### src/rmm_pkg.sv
// shared types and constants for the rgb min-max contrast stretch block
package rmm_pkg;

  localparam int unsigned ComponentBits = 8;
  localparam int unsigned NumChan       = 3;
  localparam int unsigned QueueDepth    = 2;
  localparam int unsigned CfgIndexBits  = 2;

  typedef logic [ComponentBits-1:0] comp_t;
  typedef logic [CfgIndexBits-1:0]  cfg_index_t;

  localparam comp_t CompMax = '1;

  localparam cfg_index_t RegOutMin = cfg_index_t'(0);
  localparam cfg_index_t RegOutMax = cfg_index_t'(1);

  typedef struct packed {
    logic  func;
    logic  start_frame;
    comp_t red_in;
    comp_t green_in;
    comp_t blue_in;
  } in_item_t;

  typedef struct packed {
    comp_t red_out;
    comp_t green_out;
    comp_t blue_out;
  } out_item_t;

  typedef struct packed {
    comp_t out_min;
    comp_t out_max;
  } cfg_regs_t;

  // one channel of a pending stretch job, already clamped against its range
  typedef struct packed {
    logic  flat;
    comp_t offset;
    comp_t divisor;
  } chan_job_t;

  typedef struct packed {
    chan_job_t [NumChan-1:0] chan;
  } job_t;

  typedef struct packed {
    logic full;
    logic empty;
  } queue_status_t;

endpackage

### src/rmm_front.sv
// front end: min/max trackers and preparation of stretch jobs
module rmm_front import rmm_pkg::*; (
  input  logic     clk_i,
  input  logic     rst_ni,
  input  logic     accept_i,
  input  in_item_t item_i,
  output logic     job_push_o,
  output job_t     job_o
);

  comp_t lo_q [NumChan];
  comp_t hi_q [NumChan];
  comp_t lo_d [NumChan];
  comp_t hi_d [NumChan];
  comp_t val  [NumChan];

  assign val[0] = item_i.red_in;
  assign val[1] = item_i.green_in;
  assign val[2] = item_i.blue_in;

  assign job_push_o = accept_i & item_i.func;

  always_comb begin
    comp_t base_lo;
    comp_t base_hi;
    comp_t clamped;
    for (int c = 0; c < NumChan; c++) begin
      // start flag reloads the trackers before this pixel counts
      base_lo = item_i.start_frame ? CompMax : lo_q[c];
      base_hi = item_i.start_frame ? '0 : hi_q[c];
      lo_d[c] = (val[c] < base_lo) ? val[c] : base_lo;
      hi_d[c] = (val[c] > base_hi) ? val[c] : base_hi;

      if (val[c] < lo_q[c]) begin
        clamped = lo_q[c];
      end else if (val[c] > hi_q[c]) begin
        clamped = hi_q[c];
      end else begin
        clamped = val[c];
      end
      job_o.chan[c].flat    = (hi_q[c] <= lo_q[c]);
      job_o.chan[c].offset  = clamped - lo_q[c];
      job_o.chan[c].divisor = hi_q[c] - lo_q[c];
    end
  end

  always_ff @(posedge clk_i or negedge rst_ni) begin
    if (!rst_ni) begin
      for (int c = 0; c < NumChan; c++) begin
        lo_q[c] <= CompMax;
        hi_q[c] <= '0;
      end
    end else if (accept_i && !item_i.func) begin
      for (int c = 0; c < NumChan; c++) begin
        lo_q[c] <= lo_d[c];
        hi_q[c] <= hi_d[c];
      end
    end
  end

endmodule

### src/rmm_fifo.sv
// short job queue between the front end and the divider back end
module rmm_fifo import rmm_pkg::*; (
  input  logic          clk_i,
  input  logic          rst_ni,
  input  logic          push_i,
  input  job_t          data_i,
  input  logic          pop_i,
  output job_t          data_o,
  output queue_status_t status_o
);

  localparam int unsigned PtrBits = (QueueDepth > 1) ? $clog2(QueueDepth) : 1;
  localparam int unsigned CntBits = $clog2(QueueDepth + 1);

  job_t                entries [QueueDepth];
  logic [PtrBits-1:0]  wptr_q, rptr_q;
  logic [CntBits-1:0]  cnt_q;

  assign status_o.full  = (cnt_q == CntBits'(QueueDepth));
  assign status_o.empty = (cnt_q == '0);
  assign data_o         = entries[rptr_q];

  function automatic logic [PtrBits-1:0] next_ptr(input logic [PtrBits-1:0] p);
    next_ptr = (p == PtrBits'(QueueDepth - 1)) ? '0 : p + 1'b1;
  endfunction

  always_ff @(posedge clk_i) begin
    if (push_i) begin
      entries[wptr_q] <= data_i;
    end
  end

  always_ff @(posedge clk_i or negedge rst_ni) begin
    if (!rst_ni) begin
      wptr_q <= '0;
      rptr_q <= '0;
      cnt_q  <= '0;
    end else begin
      if (push_i) begin
        wptr_q <= next_ptr(wptr_q);
      end
      if (pop_i) begin
        rptr_q <= next_ptr(rptr_q);
      end
      if (push_i && !pop_i) begin
        cnt_q <= cnt_q + 1'b1;
      end else if (pop_i && !push_i) begin
        cnt_q <= cnt_q - 1'b1;
      end
    end
  end

endmodule

### src/rmm_back.sv
// back end: scale multiply, bit-serial floor division and output word register
module rmm_back import rmm_pkg::*; (
  input  logic      clk_i,
  input  logic      rst_ni,
  input  cfg_regs_t cfg_i,
  input  job_t      job_i,
  input  logic      job_empty_i,
  output logic      job_pop_o,
  output out_item_t result_o,
  output logic      empty_o,
  input  logic      pop_i
);

  localparam int unsigned N       = ComponentBits;
  localparam int unsigned CntBits = $clog2(N + 1);

  typedef enum logic [1:0] {StIdle, StMul, StDiv, StFin} state_e;

  state_e              state_q;
  logic [CntBits-1:0]  cnt_q;
  job_t                job_q;
  comp_t               rem_q [NumChan];
  comp_t               sh_q  [NumChan];
  comp_t               rem_d [NumChan];
  comp_t               sh_d  [NumChan];
  comp_t               res   [NumChan];
  logic                out_valid_q;
  out_item_t           out_q;

  logic signed [N:0]   diff;
  logic                neg;
  comp_t               absd;
  logic                load_out;

  assign diff = $signed({1'b0, cfg_i.out_max}) - $signed({1'b0, cfg_i.out_min});
  assign neg  = diff[N];
  always_comb begin
    logic signed [N:0] negd;
    negd = -diff;
    absd = neg ? negd[N-1:0] : diff[N-1:0];
  end

  assign job_pop_o = (state_q == StIdle) && !job_empty_i;
  assign load_out  = (state_q == StFin) && (!out_valid_q || pop_i);
  assign empty_o   = !out_valid_q;
  assign result_o  = out_q;

  // one restoring step per lane and cycle
  always_comb begin
    logic [N:0]   t;
    logic [N:0]   tsub;
    logic         ge;
    logic [2*N-1:0] mag;
    for (int c = 0; c < NumChan; c++) begin
      mag  = {{N{1'b0}}, job_q.chan[c].offset} * {{N{1'b0}}, absd};
      t    = {rem_q[c], sh_q[c][N-1]};
      tsub = t - {1'b0, job_q.chan[c].divisor};
      ge   = (t >= {1'b0, job_q.chan[c].divisor});
      if (state_q == StMul) begin
        rem_d[c] = mag[2*N-1:N];
        sh_d[c]  = mag[N-1:0];
      end else begin
        rem_d[c] = ge ? tsub[N-1:0] : t[N-1:0];
        sh_d[c]  = comp_t'({sh_q[c], ge});
      end
    end
  end

  // floor correction, offset by out_min and saturation; flat channels give out_min
  always_comb begin
    logic signed [N+1:0] qs;
    logic signed [N+1:0] s;
    logic signed [N+1:0] r;
    for (int c = 0; c < NumChan; c++) begin
      qs = $signed({2'b00, sh_q[c]});
      s  = neg ? (-qs - $signed({{(N+1){1'b0}}, |rem_q[c]})) : qs;
      r  = $signed({2'b00, cfg_i.out_min}) + s;
      if (job_q.chan[c].flat) begin
        res[c] = cfg_i.out_min;
      end else if (r < 0) begin
        res[c] = '0;
      end else if (r > $signed({2'b00, CompMax})) begin
        res[c] = CompMax;
      end else begin
        res[c] = r[N-1:0];
      end
    end
  end

  always_ff @(posedge clk_i) begin
    if (job_pop_o) begin
      job_q <= job_i;
    end
    if (state_q == StMul || state_q == StDiv) begin
      for (int c = 0; c < NumChan; c++) begin
        rem_q[c] <= rem_d[c];
        sh_q[c]  <= sh_d[c];
      end
    end
  end

  always_ff @(posedge clk_i or negedge rst_ni) begin
    if (!rst_ni) begin
      state_q     <= StIdle;
      cnt_q       <= '0;
      out_valid_q <= 1'b0;
      out_q       <= '0;
    end else begin
      case (state_q)
        StIdle: begin
          if (!job_empty_i) begin
            state_q <= StMul;
          end
        end
        StMul: begin
          cnt_q   <= CntBits'(N);
          state_q <= StDiv;
        end
        StDiv: begin
          cnt_q <= cnt_q - 1'b1;
          if (cnt_q == CntBits'(1)) begin
            state_q <= StFin;
          end
        end
        StFin: begin
          if (load_out) begin
            state_q <= StIdle;
          end
        end
        default: begin
          state_q <= StIdle;
        end
      endcase

      if (load_out) begin
        out_valid_q     <= 1'b1;
        out_q.red_out   <= res[0];
        out_q.green_out <= res[1];
        out_q.blue_out  <= res[2];
      end else if (pop_i) begin
        out_valid_q <= 1'b0;
      end
    end
  end

endmodule

### src/rgb_min_max_contrast_stretch.sv
// top level of the rgb min-max contrast stretch block
//
// the frame is sent twice through the push/full input queue. measure words
// (func low) update per-channel min/max trackers and give no result; a set
// start_frame reloads the trackers first. stretch words (func high) give one
// result word on the empty/pop output side.
// out_min and out_max are written over the cfg_valid_i/cfg_ready_o port,
// index 0 and 1; other indexes are dropped. cfg_ready_o is always high.
// measure words are taken one per cycle while full is low. a stretch word is
// snapshotted against the trackers at push and queued (two entries); the back
// end then takes it, multiplies, finds one quotient bit per cycle in the
// divider and finishes, and takes the next job only once it is back in idle.
// a result that is not popped holds in the output register; the back end
// waits, the queue fills and full rises, which also holds off measure words.
// reset clears the trackers to 255/0, out_min to 0 and out_max to 255, and
// leaves the block empty and ready.
module rgb_min_max_contrast_stretch import rmm_pkg::*; (
  input  logic       clk_i,
  input  logic       rst_ni,
  input  logic       push,
  output logic       full,
  input  in_item_t   pixel_i,
  output logic       empty,
  input  logic       pop,
  output out_item_t  result_o,
  input  logic       cfg_valid_i,
  output logic       cfg_ready_o,
  input  cfg_index_t cfg_index_i,
  input  comp_t      cfg_data_i
);

  cfg_regs_t     cfg_q;
  logic          accept;
  logic          q_push;
  logic          q_pop;
  job_t          q_wdata;
  job_t          q_rdata;
  queue_status_t q_status;

  assign cfg_ready_o = 1'b1;
  assign full        = q_status.full;
  assign accept      = push && !full;

  always_ff @(posedge clk_i or negedge rst_ni) begin
    if (!rst_ni) begin
      cfg_q.out_min <= '0;
      cfg_q.out_max <= CompMax;
    end else if (cfg_valid_i && cfg_ready_o) begin
      if (cfg_index_i == RegOutMin) begin
        cfg_q.out_min <= cfg_data_i;
      end else if (cfg_index_i == RegOutMax) begin
        cfg_q.out_max <= cfg_data_i;
      end
    end
  end

  rmm_front u_front (
    .clk_i      (clk_i),
    .rst_ni     (rst_ni),
    .accept_i   (accept),
    .item_i     (pixel_i),
    .job_push_o (q_push),
    .job_o      (q_wdata)
  );

  rmm_fifo u_fifo (
    .clk_i    (clk_i),
    .rst_ni   (rst_ni),
    .push_i   (q_push),
    .data_i   (q_wdata),
    .pop_i    (q_pop),
    .data_o   (q_rdata),
    .status_o (q_status)
  );

  rmm_back u_back (
    .clk_i       (clk_i),
    .rst_ni      (rst_ni),
    .cfg_i       (cfg_q),
    .job_i       (q_rdata),
    .job_empty_i (q_status.empty),
    .job_pop_o   (q_pop),
    .result_o    (result_o),
    .empty_o     (empty),
    .pop_i       (pop)
  );

  // a waiting result word holds until it is popped
  assert property (@(posedge clk_i) disable iff (!rst_ni)
    (!empty && !pop) |=> (!empty && $stable(result_o)))
    else $error("result word changed while waiting");

  // back end only takes a job that the queue holds
  assert property (@(posedge clk_i) disable iff (!rst_ni)
    q_pop |-> !q_status.empty)
    else $error("job queue popped while empty");

  // front end never writes a full queue
  assert property (@(posedge clk_i) disable iff (!rst_ni)
    q_push |-> !q_status.full)
    else $error("job queue written while full");

endmodule
### config.mk
export PLATFORM = sky130hd
export DESIGN_NAME = rgb_min_max_contrast_stretch
export DESIGN_NICKNAME = d
export VERILOG_FILES = /design/src/rmm_pkg.sv /design/src/rmm_front.sv /design/src/rmm_fifo.sv /design/src/rmm_back.sv /design/src/rgb_min_max_contrast_stretch.sv
export SDC_FILE = /design/constraint.sdc
export NUM_CORES = 1
export LEC_CHECK = 0
export BUFFER_PORTS_ARGS = -buffer_cell sky130_fd_sc_hd__buf_2
export CAP_MARGIN = 5
export CORE_MARGIN = 10
export CORE_UTILIZATION = 35
export DETAILED_ROUTE_END_ITERATION = 8
export PLACE_DENSITY = 0.59
export SETUP_SLACK_MARGIN = 0.3
export SYNTH_ARGS = -nofsm -noshare
export SYNTH_HDL_FRONTEND = slang
export SYNTH_HIERARCHICAL = 1
export SYNTH_SLANG_ARGS = --single-unit
### constraint.sdc
create_clock -name clk_i -period 16.6 [get_ports clk_i]
set_input_delay 1.66 -clock clk_i [delete_from_list [all_inputs] [get_ports clk_i]]
set_output_delay 1.66 -clock clk_i [all_outputs]
set_load 0.02 [all_outputs]
==> flow_summary.json, run 1 <==
{
  "cp_common_cell": "fa_1",
  "crit_arrival_ns": 7.58,
  "max_freq_mhz": 137,
  "gr-total-overflow": 0,
  "place.gp.congestion": 0.805,
  "grt_pass1_vias": 19100,
  "antenna_cells": 0,
  "slew_headroom_pct": 34.4,
  "worstSetupPathType": "reg -> reg",
  "vias_per_cell": 4.99,
  "hold_path_class": "reg -> reg",
  "post-route-period-util_pct": 44.0,
  "post_cts_buffers": 0,
  "io_buffers": 66,
  "worstSetupStartpointType": "flop",
  "ys.flop_type": "edfxtp_1",
  "first_pass_iters": 7,
  "htreeDepth": 2,
  "vias": 19100,
  "finClkSkew_ns": 0.0284,
  "die_area_mm2": 0.0881,
  "synth_nets": 3214,
  "fin_crit_ns": 7.30,
  "async_reset_ff_share_pct": 33.0,
  "synth-edff-count": 201,
  "dpl_cell_area_mm2": 0.0283,
  "status": "finished, final reports clean",
  "post_drt_wl_per_cell_um": 15.9,
  "mappedNetlistArea_mm2": 0.0268,
  "grt_usage_pct": 13.7,
  "yosys.area.top_type": "edfxtp_1",
  "avgSynthCellArea_um2": 9.89,
  "synth.top_cell.area_share_pct": 22.5,
  "end_kind": "flop",
  "synth_area_leaders": "edfxtp_1, ha_1, fa_1",
  "cts_sinks": 300,
  "cp_max_fo": 28,
  "nNetsFinal": 3272,
  "drt_iter0_drc": 993,
  "drc": 0,
  "ys_top_cells_by_count": "ha_1, inv_1, edfxtp_1",
  "ant_nets": 0,
  "ctsRootBufferMaster": "clkbuf_16",
  "final-hold-violation-count": 0,
  "cp.required_ns": 16.88,
  "maxCapViolations": 0,
  "cp_slowest_cell": "a41o_1",
  "rsz0062_at_grt": "no",
  "synth_cell_types": 88,
  "synthCells": 2711,
  "worst_slew_pin_slew_ns": 0.984,
  "cts.hold.buffers_added": 0,
  "grt_max_degree": 64,
  "antenna_found_initial": 0,
  "fp.dieW_um": 297,
  "critPathMaxStageDelay_ns": 0.60,
  "cts.path.max_buffers": 3,
  "drt_wl_total_mm": 60.8,
  "area_growth_pct": 10.3,
  "yosys_warnings": 6,
  "num_rows": 101,
  "die_h_um": 297,
  "core_region_area_mm2": 0.0759,
  "synth.most_common_cell": "ha_1",
  "ys_ff_latch": 300,
  "cts_tree": "done",
  "tns_ns": 0,
  "setup_viol": 0,
  "clk_pin_slew_worst_paths_ns": 0.07,
  "cts_inserted_buffers": 37,
  "clk_latency_ns": 0.56,
  "drive_above_1_share_pct": 10.6,
  "hpwl_mm": 46.3,
  "grt_pass1_wl_mm": 101,
  "drv_slew": 0,
  "seq_area_frac_synth_pct": 31.9,
  "ctsResizeCount": 0,
  "initial_core_util_pct": 35.3,
  "path_cells": "inv_1 > fa_1 > a211oi_2 > o21ai_1 > a41o_1 > a31oi_2 > xnor2_2 > buf_4 > nand2_1 > fa_1 > fa_1 > inv_1 > fa_1 > inv_1 > fa_1 > inv_1 > ha_1 > o21ai_0 > a21oi_1 > or4_1 > a21oi_1 > xor2_1 > a21oi_1",
  "pin_count": 68,
  "final_area_mm2": 0.0296
}
critical path, delay by kind of cell, from the launching register on:
family	cells	cell delay, ns
and+or+nand+nor	2	0.66
DFF	1	0.49
buffers and inverters	5	0.65
adders and majority gates	6	2.95
xor gates and xnor gates	2	0.31
AOI/OAI and AO/OA	8	1.94
metal layers:
layer	up-vias	global-route usage [%]	wire (µm)	share of wire, %
li1	9595	-	-	-
met1	9204	17.9	28100	46
met2	242	23.8	29800	49
met3	63	1.44	1800	3.0
met4	0	3.50	1070	1.8
met5	-	0	0	0
state kept, by name, indices dropped and copies added (netlist names):
| register | flops |
|---|---|
| u_back/cnt_q | 4 |
| u_back/out_valid_q | 1 |
| u_fifo/wptr_q | 1 |
| u_fifo/cnt_q | 2 |
| u_fifo/rptr_q | 1 |
| cfg_q | 16 |
| u_back/state_q | 2 |
| u_front/lo_q | 24 |
| u_back/job_q | 51 |
| u_back/result_o | 24 |
| u_back/sh_q | 24 |
| u_fifo/entries | 102 |
| u_back/rem_q | 24 |
| u_front/hi_q | 24 |
path summary, 6_finish.rpt:
path	startpoint	slack [ns]	to	depth (start not counted)
worst max-delay path	cfg_q[9]	9.30	u_back/rem_q[0][5]	23
worst min-delay path	u_back/cnt_q[3]	0.49	u_back/cnt_q[3]	1
worst max register to register	cfg_q[9]	9.30	u_back/rem_q[0][5]	23
worst min register to register	u_back/cnt_q[3]	0.49	u_back/cnt_q[3]	1
max in group asynchronous	rst_ni	14.20	u_front/hi_q[21]	2
min in group asynchronous	rst_ni	1.08	u_back/result_o[4]	1
stage by stage:
step	setup WS [ns]	std cells	hold WS [ns]	util [%]
after floorplan	10.18	2711	0.452	-
after global placement	9.40	3760	0.477	37.2
after detailed placement	9.29	3760	0.479	37.2
after CTS	9.27	3826	0.489	39.0
after global routing	8.82	3826	0.530	39.0
final	9.30	3826	0.486	39.0
cells by family after synthesis:
group,Yosys count,share of synthesized area (%)
muxes,100,4.81
buffers and inverters,406,6.13
adders and majority gates,462,24.9
and+or+nand+nor,730,13.5
xor gates and xnor gates,105,3.57
other,1,0.0140
DFF,300,31.9
AOI/OAI and AO/OA,607,15.1
cell usage in the layout (no fill, tap or decap), types with 16 or more instances in the layout:
cell type,count
nor2b_1,58
a211oi_1,22
edfxtp_1,201
nor3_1,26
xor2_1,35
dfrtp_1,66
nor2_1,178
a21o_1,48
nand2_1,198
inv_1,339
mux2i_1,20
a22o_1,27
buf_2,65
o211ai_1,21
ha_1,339
nand2b_1,36
o22a_1,18
xnor2_1,63
buf_4,21
o21ai_1,16
o22ai_1,16
mux2_4,49
fa_1,121
and2_1,122
o21ai_0,128
o21a_1,35
mux2_2,22
nand4_1,27
dfstp_2,32
clkbuf_16,37
nand3_1,29
a21oi_1,155
cell type report:
cell class,count,area (µm²)
multi-input combinational,2005,16700
sequential,300,8560
clock inverter,26,374
tap,1030,1290
clock buffer,40,957
fill,7508,46400
timing repair buffer,86,483
inverter,339,1270
Power of run 1 is not shown: default switching activity piles up to over one toggle a cycle in this logic, so the estimate is an artifact.
==> run 2: changes to the inputs <==
- ABC_AREA: unset -> 1
- PLACE_DENSITY: 0.59 -> 0.6
- clock period: 16.6 -> 6.4 ns (I/O delays scaled with it)
==> flow_summary.json, run 2 <==
{
  "status": "finished, final reports clean",
  "worst_slew_pin_slew_ns": 1.01,
  "multi_input_area_mm2": 0.0172,
  "hold_path_class": "in -> async",
  "avgSynthCellArea_um2": 8.48,
  "num_rows": 102,
  "fp.dieW_um": 301,
  "ys_ff_latch": 300,
  "cp.required_ns": 6.68,
  "crit_arrival_ns": 6.20,
  "core_region_area_mm2": 0.0777,
  "htreeDepth": 2,
  "gr-total-overflow": 0,
  "tns_ns": 0,
  "synth_nets": 3755,
  "io_buffers": 66,
  "clk_pin_slew_worst_paths_ns": 0.06,
  "clk_latency_ns": 0.57,
  "cp_common_cell": "fa_1",
  "ff_latch_area_mm2": 0.00856,
  "max_flop_register": "u_fifo/entries",
  "hpwl_mm": 49.6,
  "post_drt_wl_per_cell_um": 14.9,
  "max_freq_mhz": 169,
  "fin_crit_ns": 5.92,
  "synth.most_common_cell": "nand2_1",
  "drt_wl_total_mm": 66.0,
  "startpoint": "cfg_q[0]",
  "cts_tree": "done",
  "final-hold-violation-count": 0,
  "synth.top_cell.area_share_pct": 21.9,
  "met2_usage_pct": 22.6,
  "synth_area_leaders": "edfxtp_1, ha_1, fa_1",
  "finClkSkew_ns": 0.0184,
  "vias_per_cell": 4.91,
  "drc": 0,
  "nNetsFinal": 3860,
  "grtUsageMet1_pct": 20.7,
  "layout_commonest_cell": "nand2_1",
  "vias": 21700,
  "synth_cell_types": 64,
  "synthCells": 3252,
  "first_pass_iters": 5,
  "critPathMaxStageDelay_ns": 0.56,
  "largest_reg_flops": 102,
  "maxCapViolations": 0,
  "worstSetupStartpointType": "flop",
  "cts.hold.buffers_added": 0,
  "die_area_mm2": 0.0904,
  "yosys_warnings": 6,
  "slew_headroom_pct": 32.7,
  "cts_inserted_buffers": 36,
  "worstSetupPathType": "reg -> reg",
  "end_kind": "flop",
  "seq_area_frac_synth_pct": 31.0,
  "mappedNetlistArea_mm2": 0.0276,
  "setup_viol": 0,
  "synth-edff-count": 201,
  "rr_startpoint": "cfg_q[0]",
  "rsz0062_at_grt": "yes",
  "async_reset_ff_share_pct": 33.0,
  "cp_max_fo": 7,
  "post-route-period-util_pct": 92.5,
  "cp.buffers_inverters": 8,
  "top_regs": "u_fifo/entries: 102 flops, u_back/job_q: 51 flops",
  "grt_usage_pct": 14.4,
  "grt_busiest_layer": "met2",
  "ys.flop_type": "edfxtp_1",
  "cts.path.max_buffers": 3,
  "grt_pass1_vias": 21000,
  "ant_nets": 0,
  "mostFrequentLayoutCells": "nand2_1, inv_1, ha_1",
  "grt_pass1_wl_mm": 109,
  "initial_core_util_pct": 35.5,
  "grt_max_degree": 64,
  "drive_above_1_share_pct": 13.9,
  "area_growth_pct": 13.3,
  "yosys.area.top_type": "edfxtp_1",
  "cts_sinks": 300,
  "antenna_cells": 0,
  "cpLargestDelayFamily": "adder cells",
  "ys_top_cells_by_count": "nand2_1, inv_1, ha_1",
  "fillCellCount": 7753,
  "die_h_um": 301,
  "grt_util_met3_pct": 1.96,
  "drt_iter0_drc": 1408,
  "pin_count": 68,
  "drv_slew": 0,
  "cp_slowest_cell": "fa_1",
  "ctsRootBufferMaster": "clkbuf_16",
  "antenna_found_initial": 0,
  "place.gp.congestion": 0.874
}
-- run 2: stage by stage --
step                      cell area (µm²)  utilization [%]  hold WS (ns)  std cells  setup slack (ns)
after floorplan                     27600                -         0.344       3252             0.524
after global placement              29100             37.4         0.457       4328             0.199
after detailed placement            29100             37.4         0.457       4328             0.126
after CTS                           30400             39.1         0.108       4399             0.272
after global routing                31200             40.2         0.141       4425             0.223
final                               31200             40.2        0.0882       4425             0.478
-- run 2: cells by family after synthesis --
family,Yosys count,share of synthesized area (%)
compound gates,562,11.4
xor+xnor,97,3.18
fa+ha+maj,462,24.3
buf+inv,613,9.10
flops,300,31.0
mux,51,2.75
other cells,1,0.0136
simple gates,1166,18.3
-- run 2: final timing paths --
path | endpoint | slack [ns] | depth (start not counted)
min reg2reg | cfg_q[0] | 0.47 | 2
max reg2reg | u_back/rem_q[0][3] | 0.48 | 28
min in group clk_i | cfg_q[7] | 0.33 | 3
max | u_back/rem_q[0][3] | 0.48 | 28
min | u_front/hi_q[6] | 0.09 | 1
max in group asynchronous | u_fifo/rptr_q | 4.95 | 2
-- run 2: final cells by class --
type                            instances  share of cell area, %
Multi-Input combinational cell       2339                   55.0
Inverter                              544                   6.66
Timing Repair Buffer                  136                   2.96
Sequential cell                       300                   27.4
Clock inverter                         19                  0.633
Clock buffer                           47                   3.18
Tap cell                             1040                   4.17
-- run 2: layer usage --
layer  part of all wire [%]  wire (µm)
met1                     50      32700
met2                     44      28800
met3                    4.7       3100
met4                    2.1       1410
met5                      0          0
-- run 2: repair_timing --
action / 4_1_cts / 5_1_grt
setup endpoints to repair: 19 / 27
setup buffers: 5 / 26
resized for setup: 18 / 178
pin swaps: 2 / 77
Power of run 2 is left out for the same reason.
==> run 3: changes to the inputs <==
- MAX_ROUTING_LAYER: unset -> met4
==> flow_summary.json, run 3 (synthesized netlist as in run 2, its figures left out) <==
{
  "tns_ns": 0,
  "drt_wl_total_mm": 65.9,
  "hpwl_mm": 49.6,
  "cts.path.max_buffers": 3,
  "pin_count": 68,
  "met2_usage_pct": 22.6,
  "cp_max_fo": 7,
  "critPathMaxStageDelay_ns": 0.56,
  "reg2reg_slack_ns": 0.47,
  "drv_slew": 0,
  "vias_per_cell": 4.91,
  "post-route-period-util_pct": 92.7,
  "final-hold-violation-count": 0,
  "area_growth_pct": 13.2,
  "grtUsageMet1_pct": 20.7,
  "clk_latency_ns": 0.57,
  "grt_busiest_layer": "met2",
  "cts_tree": "done",
  "place.gp.congestion": 0.888,
  "core_region_area_mm2": 0.0777,
  "cp_slowest_cell": "fa_1",
  "fp.dieW_um": 301,
  "grt_pass1_wl_mm": 109,
  "num_rows": 102,
  "ctsRootBufferMaster": "clkbuf_16",
  "drc": 0,
  "grt_util_met3_pct": 1.94,
  "dpl_cell_area_mm2": 0.0291,
  "drt_iter0_drc": 1410,
  "worst_slew_pin_slew_ns": 1.01,
  "largest_reg_flops": 102,
  "status": "finished, final reports clean",
  "ant_nets": 0,
  "gr-total-overflow": 0,
  "worstSetupPathType": "reg -> reg",
  "mostFrequentLayoutCells": "nand2_1, inv_1, ha_1",
  "antenna_found_initial": 0,
  "post_drt_wl_per_cell_um": 14.9,
  "final_area_mm2": 0.0312,
  "io_buffers": 66,
  "end_kind": "flop",
  "die_h_um": 301,
  "initial_core_util_pct": 35.5,
  "grt_usage_pct": 14.9,
  "antenna_cells": 0,
  "fin_crit_ns": 5.93,
  "top_regs": "u_fifo/entries: 102 flops, u_back/job_q: 51 flops",
  "die_area_mm2": 0.0904,
  "grt_pass1_vias": 21000,
  "layout_commonest_cell": "nand2_1",
  "first_pass_iters": 5,
  "clk_pin_slew_worst_paths_ns": 0.06,
  "worstSetupStartpointType": "flop",
  "cp.required_ns": 6.68,
  "vias": 21700,
  "maxCapViolations": 0,
  "htreeDepth": 2,
  "max_freq_mhz": 169,
  "grt_max_degree": 64,
  "slew_headroom_pct": 32.9,
  "setup_viol": 0,
  "cts_inserted_buffers": 36,
  "cts_sinks": 300,
  "max_flop_register": "u_fifo/entries",
  "crit_arrival_ns": 6.21,
  "hold_path_class": "in -> async",
  "drive_above_1_share_pct": 13.8,
  "startpoint": "cfg_q[0]",
  "nNetsFinal": 3860,
  "finClkSkew_ns": 0.0171,
  "rsz0062_at_grt": "yes",
  "rr_startpoint": "cfg_q[0]"
}
run 3: cell count changes in the layout (fill, tap and decap cells not counted):
cell and change:
nand2_1 +1, a21oi_2 -2, buf_6 -1, nand2_2 -1
a21oi_1 +2, ha_4 -1, ha_1 +1, buf_4 +1
run 3: worst paths after layout:
path                       cells after the start            endpoint
setup / recovery                              28  u_back/rem_q[0][3]
hold / removal                                 1     u_front/hi_q[6]
setup reg to reg                              28  u_back/rem_q[0][3]
hold reg to reg                                2            cfg_q[3]
max in group asynchronous                      2       u_fifo/rptr_q
min in group clk_i                             3            cfg_q[7]
run 3: final cells by class:
class	count	area [µm²]
Timing Repair Buffer	136	922
Fill cell	7755	46500
Sequential cell	300	8560
Inverter	544	2080
Clock inverter	19	198
Multi-Input combinational cell	2339	17200
Clock buffer	47	993
Tap cell	1040	1300
run 3: layer usage:
layer | vias to the layer above | routed length, µm
met5 | - | 0
met1 | 10200 | 32400
met3 | 93 | 3300
met2 | 476 | 28900
met4 | 0 | 1340
li1 | 11000 | -
run 3: metrics by stage:
| step | instances | hold WS, ns | setup slack (ns) | utilization (%) |
|---|---|---|---|---|
| 6_report | 4425 | 0.0850 | 0.469 | 40.2 |
| 5_1_grt | 4425 | 0.141 | 0.237 | 40.2 |
| 4_1_cts | 4399 | 0.108 | 0.272 | 39.1 |
| 3_5_place_dp | 4328 | 0.457 | 0.126 | 37.4 |
| 3_3_place_gp | 4328 | 0.457 | 0.199 | 37.4 |
| 2_1_floorplan | 3252 | 0.344 | 0.524 | - |
run 3: critical path: cells and delay by family (launching register included):
family / cells / cell delay (ns)
adders and majority gates: 7 / 2.94
and+or+nand+nor: 7 / 0.97
buffers and inverters: 8 / 0.64
AOI/OAI and AO/OA: 5 / 0.60
DFF: 1 / 0.37
xor gates and xnor gates: 1 / 0.14
run 3: what timing repair did:
item / 4_1_cts / 5_1_grt
resized for setup: 18 / 173
setup endpoints to repair: 19 / 27
pin swaps: 2 / 72
setup buffers: 5 / 26
hold buffers: 0 / 0
endpoints found under the hold margin: 0 / 0
Power of run 3 is left out for the same reason.
